==> config.mk <==
export PLATFORM = sky130hd
export DESIGN_NAME = nus3g_seq
export DESIGN_NICKNAME = d
export VERILOG_FILES = /design/src/rtl/nearest_upsample_3d_gradient_sum_unit_macros.svh /design/src/rtl/nus3g_pkg.sv /design/src/rtl/nus3g_seq.sv
export SDC_FILE = /design/constraint.sdc
export NUM_CORES = 1
export LEC_CHECK = 0
export ABC_CLOCK_PERIOD_IN_PS = 12900
export CORE_MARGIN = 2
export CORE_UTILIZATION = 69
export DETAILED_ROUTE_END_ITERATION = 8
export DONT_BUFFER_PORTS = 1
export GPL_TIMING_DRIVEN = 0
export PLACE_DENSITY = 0.85
export SLEW_MARGIN = 20
export SYNTH_ARGS = -nofsm -noshare
export SYNTH_HDL_FRONTEND = slang
export SYNTH_SLANG_ARGS = --single-unit
==> constraint.sdc <==
create_clock -name clk -period 12.9 [get_ports clk]
set_clock_uncertainty 0.15 [all_clocks]
set_input_delay 2.58 -clock clk [delete_from_list [all_inputs] [get_ports clk]]
set_output_delay 2.58 -clock clk [all_outputs]
set_load 0.02 [all_outputs]
==> src/rtl/nearest_upsample_3d_gradient_sum_unit_macros.svh <==
// Assertion macros shared by the accumulator gradient-sum RTL.
// NUS3G_CHECK expects signals named clk and rst, NUS3G_CHECK_RST only clk, in the scope where they are used.
`ifndef NEAREST_UPSAMPLE_3D_GRADIENT_SUM_UNIT_MACROS_SVH
`define NEAREST_UPSAMPLE_3D_GRADIENT_SUM_UNIT_MACROS_SVH

// Checked on every rising edge outside of reset.
`define NUS3G_CHECK(lbl, prop, msg) \
  lbl: assert property (@(posedge clk) disable iff (rst) prop) \
    else $error(msg);

// Checked on every rising edge, reset included.
`define NUS3G_CHECK_RST(lbl, prop, msg) \
  lbl: assert property (@(posedge clk) prop) else $error(msg);

`endif

==> src/rtl/nus3g_pkg.sv <==
`timescale 1ns / 1ps
// ----------------------------------------------------------------------------
// nus3g_pkg
// Shared types and fixed widths for the 3-D nearest upsampling gradient sum.
// ----------------------------------------------------------------------------
package nus3g_pkg;

  localparam int SUM_BITS        = 41;
  localparam int CFG_DATA_BITS   = 16;
  localparam int CFG_INDEX_BITS  = 3;
  localparam int SCALE_BITS      = 4;
  localparam int WIDTH_REG_BITS  = 7;
  localparam int HEIGHT_REG_BITS = 7;
  localparam int DEPTH_REG_BITS  = 10;
  localparam int PLANE_BITS      = 16;
  localparam int MAX_IN_DEPTH    = 512;

  typedef logic signed [SUM_BITS-1:0] sum_t;

  typedef enum logic [CFG_INDEX_BITS-1:0] {
    CFG_SCALE       = 3'd0,
    CFG_IN_WIDTH    = 3'd1,
    CFG_IN_HEIGHT   = 3'd2,
    CFG_IN_DEPTH    = 3'd3,
    CFG_PLANE_TOTAL = 3'd4
  } cfg_index_t;

  // Position flags of one sample inside its scale x scale x scale block.
  typedef struct packed {
    logic first;
    logic last;
    logic pend;
  } pos_t;

endpackage

==> src/rtl/nus3g_seq.sv <==
`timescale 1ns / 1ps
// ----------------------------------------------------------------------------
// nus3g_seq
// Configuration registers and raster position counters of the sample stream.
// ----------------------------------------------------------------------------
module nus3g_seq #(
  parameter int MAX_IN_WIDTH  = 64,
  parameter int MAX_IN_HEIGHT = 64,
  parameter int MAX_SCALE     = 8,
  localparam int AW = (MAX_IN_WIDTH * MAX_IN_HEIGHT > 1) ?
                      $clog2(MAX_IN_WIDTH * MAX_IN_HEIGHT) : 1
) (
  input  logic                                  clk,
  input  logic                                  rst,
  input  logic                                  cfg_we,
  input  logic [nus3g_pkg::CFG_INDEX_BITS-1:0]  cfg_index,
  input  logic [nus3g_pkg::CFG_DATA_BITS-1:0]   cfg_data,
  input  logic                                  advance,
  output logic [AW-1:0]                         addr,
  output nus3g_pkg::pos_t                       pos
);

  localparam int SW  = $clog2(MAX_SCALE);
  localparam int SEW = $clog2(MAX_SCALE + 1);
  localparam int CW  = (MAX_IN_WIDTH > 1) ? $clog2(MAX_IN_WIDTH) : 1;
  localparam int WEW = $clog2(MAX_IN_WIDTH + 1);
  localparam int RW  = (MAX_IN_HEIGHT > 1) ? $clog2(MAX_IN_HEIGHT) : 1;
  localparam int HEW = $clog2(MAX_IN_HEIGHT + 1);
  localparam int DW  = $clog2(nus3g_pkg::MAX_IN_DEPTH);
  localparam int DEW = $clog2(nus3g_pkg::MAX_IN_DEPTH + 1);

  logic [nus3g_pkg::SCALE_BITS-1:0]      scale;
  logic [nus3g_pkg::WIDTH_REG_BITS-1:0]  in_width;
  logic [nus3g_pkg::HEIGHT_REG_BITS-1:0] in_height;
  logic [nus3g_pkg::DEPTH_REG_BITS-1:0]  in_depth;
  logic [nus3g_pkg::PLANE_BITS-1:0]      plane_total;

  logic [SW-1:0]  sub_col;
  logic [CW-1:0]  in_col;
  logic [SW-1:0]  sub_row;
  logic [RW-1:0]  in_row;
  logic [SW-1:0]  sub_slab;
  logic [DW-1:0]  in_slab;
  logic [AW-1:0]  row_base;
  logic [nus3g_pkg::PLANE_BITS-1:0] plane_index;

  logic [SEW-1:0] s_eff;
  logic [WEW-1:0] w_eff;
  logic [HEW-1:0] h_eff;
  logic [DEW-1:0] d_eff;
  logic [SW-1:0]  s_m1;
  logic [CW-1:0]  w_m1;
  logic [RW-1:0]  h_m1;
  logic [DW-1:0]  d_m1;
  logic [nus3g_pkg::PLANE_BITS-1:0] planes_m1;

  logic sc_wrap, ic_wrap, sr_wrap, ir_wrap, ss_wrap, is_wrap;
  logic col_end, row_end, slab_end;
  logic known_index;

  // Out-of-range register values act as the nearest legal value.
  always_comb begin
    if (scale < nus3g_pkg::SCALE_BITS'(2)) begin
      s_eff = SEW'(2);
    end else if (int'(scale) > MAX_SCALE) begin
      s_eff = SEW'(MAX_SCALE);
    end else begin
      s_eff = SEW'(scale);
    end
    if (in_width == '0) begin
      w_eff = WEW'(1);
    end else if (int'(in_width) > MAX_IN_WIDTH) begin
      w_eff = WEW'(MAX_IN_WIDTH);
    end else begin
      w_eff = WEW'(in_width);
    end
    if (in_height == '0) begin
      h_eff = HEW'(1);
    end else if (int'(in_height) > MAX_IN_HEIGHT) begin
      h_eff = HEW'(MAX_IN_HEIGHT);
    end else begin
      h_eff = HEW'(in_height);
    end
    if (in_depth == '0) begin
      d_eff = DEW'(1);
    end else if (int'(in_depth) > nus3g_pkg::MAX_IN_DEPTH) begin
      d_eff = DEW'(nus3g_pkg::MAX_IN_DEPTH);
    end else begin
      d_eff = DEW'(in_depth);
    end
    planes_m1 = (plane_total == '0) ? '0 : plane_total - 1'b1;
    s_m1 = SW'(s_eff - SEW'(1));
    w_m1 = CW'(w_eff - WEW'(1));
    h_m1 = RW'(h_eff - HEW'(1));
    d_m1 = DW'(d_eff - DEW'(1));
  end

  assign sc_wrap  = (sub_col == s_m1);
  assign ic_wrap  = (in_col == w_m1);
  assign sr_wrap  = (sub_row == s_m1);
  assign ir_wrap  = (in_row == h_m1);
  assign ss_wrap  = (sub_slab == s_m1);
  assign is_wrap  = (in_slab == d_m1);
  assign col_end  = sc_wrap && ic_wrap;
  assign row_end  = col_end && sr_wrap && ir_wrap;
  assign slab_end = row_end && ss_wrap && is_wrap;

  assign addr      = row_base + AW'(in_col);
  assign pos.first = (sub_col == '0) && (sub_row == '0) && (sub_slab == '0);
  assign pos.last  = sc_wrap && sr_wrap && ss_wrap;
  assign pos.pend  = ic_wrap && ir_wrap && is_wrap;

  always_comb begin
    unique case (nus3g_pkg::cfg_index_t'(cfg_index))
      nus3g_pkg::CFG_SCALE,
      nus3g_pkg::CFG_IN_WIDTH,
      nus3g_pkg::CFG_IN_HEIGHT,
      nus3g_pkg::CFG_IN_DEPTH,
      nus3g_pkg::CFG_PLANE_TOTAL: known_index = 1'b1;
      default:                    known_index = 1'b0;
    endcase
  end

  // A write to an unknown index is ignored and leaves the counters running.
  always_ff @(posedge clk) begin
    if (rst) begin
      scale       <= nus3g_pkg::SCALE_BITS'(2);
      in_width    <= nus3g_pkg::WIDTH_REG_BITS'(1);
      in_height   <= nus3g_pkg::HEIGHT_REG_BITS'(1);
      in_depth    <= nus3g_pkg::DEPTH_REG_BITS'(1);
      plane_total <= nus3g_pkg::PLANE_BITS'(1);
      sub_col     <= '0;
      in_col      <= '0;
      sub_row     <= '0;
      in_row      <= '0;
      sub_slab    <= '0;
      in_slab     <= '0;
      row_base    <= '0;
      plane_index <= '0;
    end else if (cfg_we && known_index) begin
      unique case (nus3g_pkg::cfg_index_t'(cfg_index))
        nus3g_pkg::CFG_SCALE:       scale <= cfg_data[nus3g_pkg::SCALE_BITS-1:0];
        nus3g_pkg::CFG_IN_WIDTH:    in_width <= cfg_data[nus3g_pkg::WIDTH_REG_BITS-1:0];
        nus3g_pkg::CFG_IN_HEIGHT:   in_height <= cfg_data[nus3g_pkg::HEIGHT_REG_BITS-1:0];
        nus3g_pkg::CFG_IN_DEPTH:    in_depth <= cfg_data[nus3g_pkg::DEPTH_REG_BITS-1:0];
        nus3g_pkg::CFG_PLANE_TOTAL: plane_total <= cfg_data[nus3g_pkg::PLANE_BITS-1:0];
        default: begin
        end
      endcase
      // A write to a known register restarts the stream; the sums stay.
      sub_col     <= '0;
      in_col      <= '0;
      sub_row     <= '0;
      in_row      <= '0;
      sub_slab    <= '0;
      in_slab     <= '0;
      row_base    <= '0;
      plane_index <= '0;
    end else if (advance) begin
      if (!sc_wrap) begin
        sub_col <= sub_col + 1'b1;
      end else begin
        sub_col <= '0;
        in_col  <= ic_wrap ? '0 : in_col + 1'b1;
      end
      if (col_end) begin
        if (!sr_wrap) begin
          sub_row <= sub_row + 1'b1;
        end else begin
          sub_row  <= '0;
          in_row   <= ir_wrap ? '0 : in_row + 1'b1;
          row_base <= ir_wrap ? '0 : row_base + AW'(w_eff);
        end
      end
      if (row_end) begin
        if (!ss_wrap) begin
          sub_slab <= sub_slab + 1'b1;
        end else begin
          sub_slab <= '0;
          in_slab  <= is_wrap ? '0 : in_slab + 1'b1;
        end
      end
      if (slab_end) begin
        plane_index <= (plane_index >= planes_m1) ? '0 : plane_index + 1'b1;
      end
    end
  end

endmodule

# ---- Word-level counts from Yosys, hierarchy flattened
# Index checks and enable logic that the tools add are counted.
dict set report op_classes {
  n_addsub 12
  order_cmp 5
  eq_ne 10
  n_mux 16
  reduce_logical 28
}
# op count
set op_table {}
lappend op_table {{9-bit 2-to-1 mux} 3}
lappend op_table {{6-bit 2-to-1 mux} 4}
lappend op_table {{3-bit 2-to-1 mux} 5}
lappend op_table {{7-bit greater-than comparator (second input constant)} 2}
lappend op_table {{7-bit zero test} 2}
lappend op_table {{7-bit 2-to-1 mux} 2}
lappend op_table {{2-bit AND reduction} 7}
lappend op_table {{12-bit by 6-bit adder with 12-bit output} 1}
lappend op_table {{12-bit by 7-bit adder with 12-bit output} 1}
lappend op_table {{6-bit by 1-bit adder with 6-bit output (second input constant)} 2}
lappend op_table {{6-bit equality test} 2}
lappend op_table {{3-bit zero test} 4}
lappend op_table {{12-bit 2-to-1 mux} 1}
lappend op_table {{6-bit by 1-bit subtractor with 6-bit output (second input constant)} 2}
lappend op_table {{10-bit greater-than comparator (second input constant)} 1}
lappend op_table {{1-bit logical AND} 10}
lappend op_table {{10-bit zero test} 1}
lappend op_table {{3-bit by 1-bit adder with 3-bit output (second input constant)} 3}
lappend op_table {{9-bit by 1-bit adder with 9-bit output (second input constant)} 1}
lappend op_table {{3-bit equality test} 3}
lappend op_table {{9-bit equality test} 1}
lappend op_table {{9-bit by 1-bit subtractor with 9-bit output (second input constant)} 1}
lappend op_table {{3-bit by 2-bit equality test with 1-bit output (second input constant)} 2}
lappend op_table {{3-bit AND reduction} 2}
lappend op_table {{other kinds (8)} 8}
dict set report word_totals {
  ff_bits 70
  input_bits 23
  wordCells 82
}

# ---- Depth between registers and ports, before layout
# Gate-level depths: netlist of run 1.
dict set report logic_depth {
  ltp_word 9
  depth_mapped 15
  mapped_depth_nobuf 15
}

# ---- Least setup slack after synthesis of run 1
# No wires, ideal clock.
dict set report synth_path {
  path_kind {reg2out}
  start {reg in_depth[6] (netlist name)}
  end {out pos[0] (netlist name)}
  t_arrival_ns 3.594
  path_slack_ns 6.576
  stages_incl_launch_ff 14
  path_buffers 2
  cell_sequence {dfxtp_1 buf_2 nor4_1 a31oi_1 or2_2 ha_1 clkbuf_1 nor3_1 nor3_1 a2111oi_0 o211ai_1 a2111o_1 or4_1 nor2_1}
}
# item line_no
set synth_lines {}
lappend synth_lines {{from (decl)} nus3g_seq.sv:35} ;# logic [nus3g_pkg::DEPTH_REG_BITS-1:0] in_depth;
lappend synth_lines {{from (signal assigned)} nus3g_seq.sv:130} ;# in_depth <= nus3g_pkg::DEPTH_REG_BITS'(1);
lappend synth_lines {{from (signal assigned)} nus3g_seq.sv:145} ;# nus3g_pkg::CFG_IN_DEPTH: in_depth <= cfg_data[nus3g_pkg::DEPTH_REG_BITS-1:0];
lappend synth_lines {{to (decl)} nus3g_seq.sv:20} ;# output nus3g_pkg::pos_t pos

==> results of run 1 <==
## through the flow
| step | setup WS (ns) | hold WS (ns) |
|---|---|---|
| 2_1_floorplan | 6.58 | 0.307 |
| 3_3_place_gp | 6.15 | 0.337 |
| 3_5_place_dp | 6.05 | 0.338 |
| 4_1_cts | 5.72 | 0.349 |
| 5_1_grt | 5.39 | 0.367 |
| 6_report | 5.69 | 0.352 |
## placed cells by master, fill, tap and decap left out, types with 5 or more instances in the layout
cell	instances
sky130_fd_sc_hd__o21ai_0	26
sky130_fd_sc_hd__nand2_1	59
sky130_fd_sc_hd__a21o_1	8
sky130_fd_sc_hd__clkbuf_8	10
sky130_fd_sc_hd__nor2b_1	13
sky130_fd_sc_hd__nand4_1	11
sky130_fd_sc_hd__or4_1	5
sky130_fd_sc_hd__inv_1	31
sky130_fd_sc_hd__nor2_1	72
sky130_fd_sc_hd__xor2_1	23
sky130_fd_sc_hd__mux2i_1	18
sky130_fd_sc_hd__xnor2_1	33
sky130_fd_sc_hd__dfxtp_1	70
sky130_fd_sc_hd__nand3_1	17
sky130_fd_sc_hd__clkbuf_1	19
sky130_fd_sc_hd__and3_1	7
sky130_fd_sc_hd__a21oi_1	39
sky130_fd_sc_hd__nand2b_1	7
sky130_fd_sc_hd__or3_1	5
sky130_fd_sc_hd__ha_1	26
sky130_fd_sc_hd__nor3_1	14
## power groups by stage
| stage | sequential [mW] | combinational (mW) | clock (mW) |
|---|---|---|---|
| 6_report | 0.222 | 0.0492 | 0.167 |
| 5_1_grt | 0.222 | 0.0539 | 0.177 |
| 4_1_cts | 0.222 | 0.0488 | 0.168 |
| 3_5_place_dp | 0.227 | 0.0484 | 0 |
| 3_3_place_gp | 0.227 | 0.0469 | 0 |
| 2_1_floorplan | 0.226 | 0.0390 | 0 |
## worst max-delay path by stage
stage / end / slack, ns / cells past startpoint
after floorplan: pos[0] / 6.58 / 13
after global placement: pos[0] / 6.15 / 13
after detailed placement: pos[0] / 6.05 / 13
after CTS: pos[0] / 5.72 / 13
after global routing: pos[0] / 5.39 / 13
final: pos[0] / 5.69 / 13
## flip-flops by register name, summed over array words and instances, names as in the netlist
name and count:
sub_slab 3, in_width 7, sub_row 3, in_row 6
sub_col 3, row_base 12, scale 4, in_height 7
in_col 6, in_depth 10, in_slab 9
## routing by layer
| layer | track usage | wire length [um] |
|---|---|---|
| met4 | 0.126 | 213 |
| met1 | 0.376 | 4570 |
| met2 | 0.483 | 5190 |
| met5 | 0 | 0 |
| met3 | 0.0419 | 505 |
## cells by family (layout without fill, tap and decap cells)
family,after synthesis,after routing
and+or+nand+nor,245,245
buffers and inverters,53,69
adders and majority gates,28,28
muxes,20,20
DFF,70,70
AOI/OAI and AO/OA,115,115
xor gates and xnor gates,58,58
## final cells by class
cell class,instances,area [um^2]
Inverter,31,116
Multi-Input combinational cell,466,3080
Tap cell,80,100
Fill cell,511,1720
Clock buffer,10,138
Clock inverter,6,45.0
Sequential cell,70,1400
Buffer,22,86.3
## worst min-delay path, stage by stage (launching register included)
cell                      delay [ns]
sky130_fd_sc_hd__dfxtp_1        0.34
sky130_fd_sc_hd__nand2_1        0.06
sky130_fd_sc_hd__o21ai_0        0.06
==> flow_summary.toml, run 1 <==
[synth]
synth_compound_area_frac = 0.154
netlist.top_cell.by_area = "sky130_fd_sc_hd__dfxtp_1"
synth.mux.area_fraction = 0.0433
synth_top_family_by_area = "simple AND/OR/NAND/NOR gates"
postSynthAreaPerCell_um2 = 7.95
dominant_register_cell_in_the_synthesized_netlist = "sky130_fd_sc_hd__dfxtp_1"
summed_instance_area_of_the_synthesized_netlist_mm2 = 0.00468
yosys_register_bits = 70
synthTopCellsByArea = "sky130_fd_sc_hd__dfxtp_1, sky130_fd_sc_hd__ha_1, sky130_fd_sc_hd__xnor2_1, sky130_fd_sc_hd__nor2_1, sky130_fd_sc_hd__nand2_1"
syn-instance-count = 589
ys_warn_count = 0
synthArstFlopShare = 0
mappedNetlistNets = 640
seq_total_area_yosys = 0.299
fraction_of_synthesized_cell_area_taken_by_the_top_area_cell_type = 0.299
yosysMostFrequentCell = "sky130_fd_sc_hd__nor2_1"
synth-edff-count = 0
synth-adder-area-share = 0.0780
netlist-cell-type-count = 69
synth_simple_gate_area_share = 0.268
yosys.area_share.xor_xnor = 0.115
synth_common_cells = "sky130_fd_sc_hd__nor2_1, sky130_fd_sc_hd__dfxtp_1, sky130_fd_sc_hd__nand2_1, sky130_fd_sc_hd__a21oi_1, sky130_fd_sc_hd__xnor2_1"

[sta]
period_minus_slack_ns = 7.21
min_period_over_period = 0.559
hold_viol_final = 0
slew_headroom = 0.278
maxSlewViolCount = 0
setup-violations-final = 0
tightestPinTransition_ns = 1.07
final.setup.tns_ns = 0
rsz0062_at_grt = "no"
fmax_mhz = 139

[cells_and_area]
final_net_count = 651
area_delta_synth_final_pct = 6.04
fin_cells = 685
postLayoutCoreUtil = 0.743
final_area_mm2 = 0.00497
diodes = 0
ratio_of_cells_with_drive_above_1_in_the_final_layout = 0.0562

[pwr]
netSwitchingPower_mw = 0.125
power.leakage_nw = 1.97
power_report.internal_total_mw = 0.312
total_power_mw = 0.438
power.share.combinational = 0.112
power.ir.vdd_worst_v = 0.0000724
p_clk_frac = 0.381
power.sequential.fraction = 0.507
cell_pwr_density_mw_per_mm2 = 88.1
swShare = 0.286

[global_routing]
grt_overflow_total = 0
first_global_vias = 3871
gr-usage-all-layers = 0.291
global_route_wire_length_before_repair_mm = 17.6
initial_antenna_violation_count = 0
grt_start_max_net_pins = 14

[worst_hold_path]
timing.hold.worst.class = "reg -> reg"
min_from = "row_base[4]$_SDFFE_PP0P_"
holdPathEnd = "row_base[4]$_SDFFE_PP0P_"
hold-path-cell-count = 2

[setup_path]
slowest_delay_ns = 0.60
cp-start-kind = "flip-flop"
arr_time_crit_path_ns = 4.48
r2r-end = "in_slab[8]$_SDFFE_PP0P_"
reg2reg_depth = 14
rrSetupSlack_ns = 8.48
path_cells = "buf_2 -> nor4_1 -> a31oi_1 -> or2_2 -> ha_1 -> clkbuf_1 -> nor3_1 -> nor3_1 -> a2111oi_0 -> o211ai_1 -> a2111o_1 -> or4_1 -> nor2_1"
cp-startpoint = "in_depth[6]$_SDFFE_PP0P_"
critPathSlowestCell = "sky130_fd_sc_hd__or4_1"
crit-reg2reg-launch = "in_depth[6]$_SDFFE_PP0P_"
worst_path_dominant_cell_family = "simple AND/OR/NAND/NOR gates"
critical-path-top-cell-by-count = "sky130_fd_sc_hd__nor3_1"
crit_path_max_fanout = 10
path_class = "reg -> out"
data_required_time_at_the_worst_endpoint_ns = 10.17
count_of_buffering_cells_on_the_critical_path_with_inverters_included = 2
capturing_element_type_of_the_critical_path = "primary output"

[die]
fp.dieArea_mm2 = 0.00746
pin_count = 38
die_extent_in_y_um = 86.4
floorplan.die.width_um = 86.4
placementRows = 30
core_box_area_mm2 = 0.00668
initial_utilization = 0.701

[clock_tree]
clock_insertion_delay_worst_skew_ns = 0.36
clock_pin_slew_on_the_worst_setup_and_hold_paths_ns = 0.08
hold_buffers = 0
tritoncts = "yes"
ctsResizeCount = 0
htreeDepth = 3
max-clock-path-buffers = 2
num_cts_buffers = 9
postCtsSetupBuffers = 0
clock-sinks = 70
root_buffer = "sky130_fd_sc_hd__clkbuf_8"

[route]
drt-pass1-iter-count = 5
detail_route.vias_per_cell = 6.12
routed_wire_length_per_instance_um = 15.3
route.detailed.drc = 0
first_iter_violations = 173
ant_nets = 0
drt_wl_total_mm = 10.5
routed-via-count = 4195

[place]
dpl.cell_count = 669
port_buffers = 0
place_congestion = 0.868
placed_cell_area_mm2 = 0.00478
hpwl_mm = 7.75

[run]
drv.max_cap_violation_count = 0

[status]
outcome = "finished, final reports clean"
Power figures use the tool's default switching activity.
==> inputs of run 2 (changes only) <==
--- a/config.mk
+++ b/config.mk
@@ -5,13 +5,14 @@
 export SDC_FILE = /design/constraint.sdc
 export NUM_CORES = 1
 export LEC_CHECK = 0
-export ABC_CLOCK_PERIOD_IN_PS = 12900
+export ABC_AREA = 1
+export ABC_CLOCK_PERIOD_IN_PS = 6250
 export CORE_MARGIN = 2
-export CORE_UTILIZATION = 69
+export CORE_UTILIZATION = 58
 export DETAILED_ROUTE_END_ITERATION = 8
 export DONT_BUFFER_PORTS = 1
 export GPL_TIMING_DRIVEN = 0
-export PLACE_DENSITY = 0.85
+export PLACE_DENSITY = 0.76
 export SLEW_MARGIN = 20
 export SYNTH_ARGS = -nofsm -noshare
 export SYNTH_HDL_FRONTEND = slang
==> constraint.sdc (replaced) <==
create_clock -name clk -period 6.25 [get_ports clk]
set_clock_uncertainty 0.15 [all_clocks]
set_input_delay 1.25 -clock clk [delete_from_list [all_inputs] [get_ports clk]]
set_output_delay 1.25 -clock clk [all_outputs]
set_load 0.02 [all_outputs]
==> run 2 against run 1 <==
Against the previous run: die area increased by 17%; core utilization decreased by 10 points; routed wire length decreased by 1.0%; count of clock-buffer cells in the layout increased by 2; synthesized area decreased by 0.72%; sequential power increased by 110%; design area decreased by 0.28%; non-clock buffer count decreased by 16; first-iteration DRC count increased by 24%; combinational power increased to 2.7 times the previous value; via count increased by 2.2%; synthesized cell count increased by 18%; largest cell class unchanged.
==> flow_summary.toml, run 2 <==
[clock_tree]
num_cts_buffers = 9
ctsResizeCount = 0
postCtsSetupBuffers = 0
tritoncts = "yes"
clock_pin_slew_on_the_worst_setup_and_hold_paths_ns = 0.07
clock_insertion_delay_worst_skew_ns = 0.35
root_buffer = "sky130_fd_sc_hd__clkbuf_8"
max-clock-path-buffers = 2
htreeDepth = 3
hold_buffers = 0
clock-sinks = 70

[setup_path]
cp-start-kind = "flip-flop"
path_class = "reg -> out"
slowest_delay_ns = 0.64
crit_path_max_fanout = 8
rrSetupSlack_ns = 3.17
crit-reg2reg-launch = "in_width[6]$_SDFFE_PP0P_"
path_cells = "inv_2 -> nand4_1 -> nand2_1 -> inv_1 -> ha_1 -> xor2_1 -> nand2_1 -> nor2_1 -> nand3_1 -> nor2_4 -> inv_1 -> nor3_1"
critPathSlowestCell = "sky130_fd_sc_hd__nor3_1"
arr_time_crit_path_ns = 3.08
data_required_time_at_the_worst_endpoint_ns = 4.85
r2r-end = "row_base[0]$_SDFFE_PP0P_"
reg2reg_depth = 14
capturing_element_type_of_the_critical_path = "primary output"

[cells_and_area]
area.sequential_mm2 = 0.00140
multi_input_comb_area_mm2 = 0.00281
number_of_flip_flops_in_the_largest_register = 12
diodes = 0
final_net_count = 758
reg.largest.list = "row_base: 12 flops, in_depth: 10 flops, in_slab: 9 flops"
mostFrequentLayoutCells = "sky130_fd_sc_hd__nand2_1, sky130_fd_sc_hd__inv_1, sky130_fd_sc_hd__nor2_1"
final_area_mm2 = 0.00495
mostFrequentLayoutCell = "sky130_fd_sc_hd__nand2_1"
postLayoutCoreUtil = 0.641
area_delta_synth_final_pct = 6.51
top_register = "row_base"
ratio_of_cells_with_drive_above_1_in_the_final_layout = 0.0591
n_fill_cell = 713

[die]
placementRows = 32
pin_count = 38
initial_utilization = 0.602
floorplan.die.width_um = 93.5
die_extent_in_y_um = 93.5
core_box_area_mm2 = 0.00773
fp.dieArea_mm2 = 0.00875

[synth]
ys_warn_count = 0
synth_compound_area_frac = 0.114
dominant_register_cell_in_the_synthesized_netlist = "sky130_fd_sc_hd__dfxtp_1"
synth.mux.area_fraction = 0
synth_top_family_by_area = "simple AND/OR/NAND/NOR gates"
yosys_register_bits = 70
synth-adder-area-share = 0.0786
seq_total_area_yosys = 0.301
yosys.area_share.xor_xnor = 0.0912
netlist-cell-type-count = 45
postSynthAreaPerCell_um2 = 6.68
netlist.top_cell.by_area = "sky130_fd_sc_hd__dfxtp_1"
mappedNetlistNets = 747
synthArstFlopShare = 0
summed_instance_area_of_the_synthesized_netlist_mm2 = 0.00465
synth_common_cells = "sky130_fd_sc_hd__nand2_1, sky130_fd_sc_hd__inv_1, sky130_fd_sc_hd__nor2_1, sky130_fd_sc_hd__dfxtp_1, sky130_fd_sc_hd__nand3_1"
synth_simple_gate_area_share = 0.320
syn-instance-count = 696
synth-edff-count = 0
yosysMostFrequentCell = "sky130_fd_sc_hd__nand2_1"
fraction_of_synthesized_cell_area_taken_by_the_top_area_cell_type = 0.301
synthTopCellsByArea = "sky130_fd_sc_hd__dfxtp_1, sky130_fd_sc_hd__nand2_1, sky130_fd_sc_hd__inv_1, sky130_fd_sc_hd__nor2_1, sky130_fd_sc_hd__ha_1"

[route]
first_iter_violations = 214
route.detailed.drc = 0
ant_nets = 0
routed-via-count = 4288
detail_route.vias_per_cell = 5.27
drt_wl_total_mm = 10.4
routed_wire_length_per_instance_um = 12.8
drt-pass1-iter-count = 4

[global_routing]
gr-usage-met2 = 0.426
grt_start_max_net_pins = 12
met1_usage = 0.339
initial_antenna_violation_count = 0
global_route_wire_length_before_repair_mm = 18.0
gr-usage-all-layers = 0.258
first_global_vias = 4108
groute.layer.met3.usage = 0.0435
global_route.peak_usage_layer = "met2"
grt_overflow_total = 0

[sta]
slew_headroom = 0.487
tightestPinTransition_ns = 0.764
final.setup.tns_ns = 0
setup-violations-final = 0
fmax_mhz = 223
post-route-worst-setup-slack_ns = 1.77
hold_viol_final = 0
period_minus_slack_ns = 4.48
min_period_over_period = 0.717
rsz0062_at_grt = "no"
hold_ws_ns = 0.331
maxSlewViolCount = 0

[status]
outcome = "finished, final reports clean"

[worst_hold_path]
holdPathEnd = "scale[3]$_SDFFE_PP0P_"
hold-path-cell-count = 2
timing.hold.worst.class = "reg -> reg"
min_from = "scale[3]$_SDFFE_PP0P_"

[place]
placed_cell_area_mm2 = 0.00478
port_buffers = 0
place_congestion = 0.840
dp_slack_ns = 2.18
hpwl_mm = 8.23

[pwr]
cell_pwr_density_mw_per_mm2 = 188
power.ir.vdd_worst_v = 0.000110
power.leakage_nw = 2.26

[run]
drv.max_cap_violation_count = 0
==> run 2: cell types whose count changed in the layout (fill, tap and decap cells not counted), sizes merged, moves of 7 or more <==
cell	before	now
xnor2	33	8
nand2	60	150
xor2	23	37
and3	8	0
nand3	18	48
clkbuf	29	16
o21ai	28	47
inv	32	108
a21o	8	1
nor2b	13	0
nor2	72	109
a21oi	39	32
mux2i	18	0
nand2b	7	0
==> run 2: report_power, final <==
group          internal, mW  switching [mW]
clock                 0.163           0.173
sequential            0.454         0.00770
combinational        0.0423          0.0891
==> run 2: logic make-up after synthesis <==
family                   count (synthesis)
AND/OR/NAND/NOR                        339
buffers and inverters                  116
XOR/XNOR                                46
flip-flops                              70
adder cells (fa/ha/maj)                 28
AO/OA/AOI/OAI                           97
==> run 2: final cells by class <==
cell class	instances	area share
Multi-Input combinational cell	510	0.567
Buffer	6	0.00531
Inverter	110	0.0836
Tap cell	102	0.0258
Clock inverter	3	0.00404
Sequential cell	70	0.283
Clock buffer	12	0.0313
==> run 2: layer usage <==
layer | up-vias | part of all wire | wire length (um)
met3 | 15 | 0.065 | 671
met2 | 76 | 0.46 | 4770
met5 | - | 0 | 0
li1 | 2243 | - | -
met4 | 0 | 0.011 | 110
met1 | 1954 | 0.46 | 4820
==> run 2: critical path: cells and delay by family (launching register included) <==
kind,cells,cell delay (ns)
AND/OR/NAND/NOR,7,1.60
buffers and inverters,3,0.32
adder cells (fa/ha/maj),1,0.29
XOR/XNOR,1,0.15
flip-flops,1,0.38
==> run 2: worst max-delay path by stage <==
stage	from	to	slack (ns)	cells past startpoint
final	in_width[6]$_SDFFE_PP0P_	pos[0]	1.77	12
after global placement	in_depth[2]$_SDFFE_PP0P_	pos[0]	2.25	14
after CTS	in_width[6]$_SDFFE_PP0P_	pos[0]	1.79	12
after floorplan	in_depth[2]$_SDFFE_PP0P_	pos[0]	2.63	14
after global routing	in_depth[6]$_SDFFE_PP0P_	pos[0]	1.59	14
after detailed placement	in_width[6]$_SDFFE_PP0P_	pos[0]	2.18	12
==> run 2: through the flow <==
| stage | std cells | total power [mW] |
|---|---|---|
| 2_1_floorplan | 696 | 0.574 |
| 3_3_place_gp | 798 | 0.598 |
| 3_5_place_dp | 798 | 0.602 |
| 4_1_cts | 813 | 0.933 |
| 5_1_grt | 813 | 0.973 |
| 6_report | 813 | 0.929 |
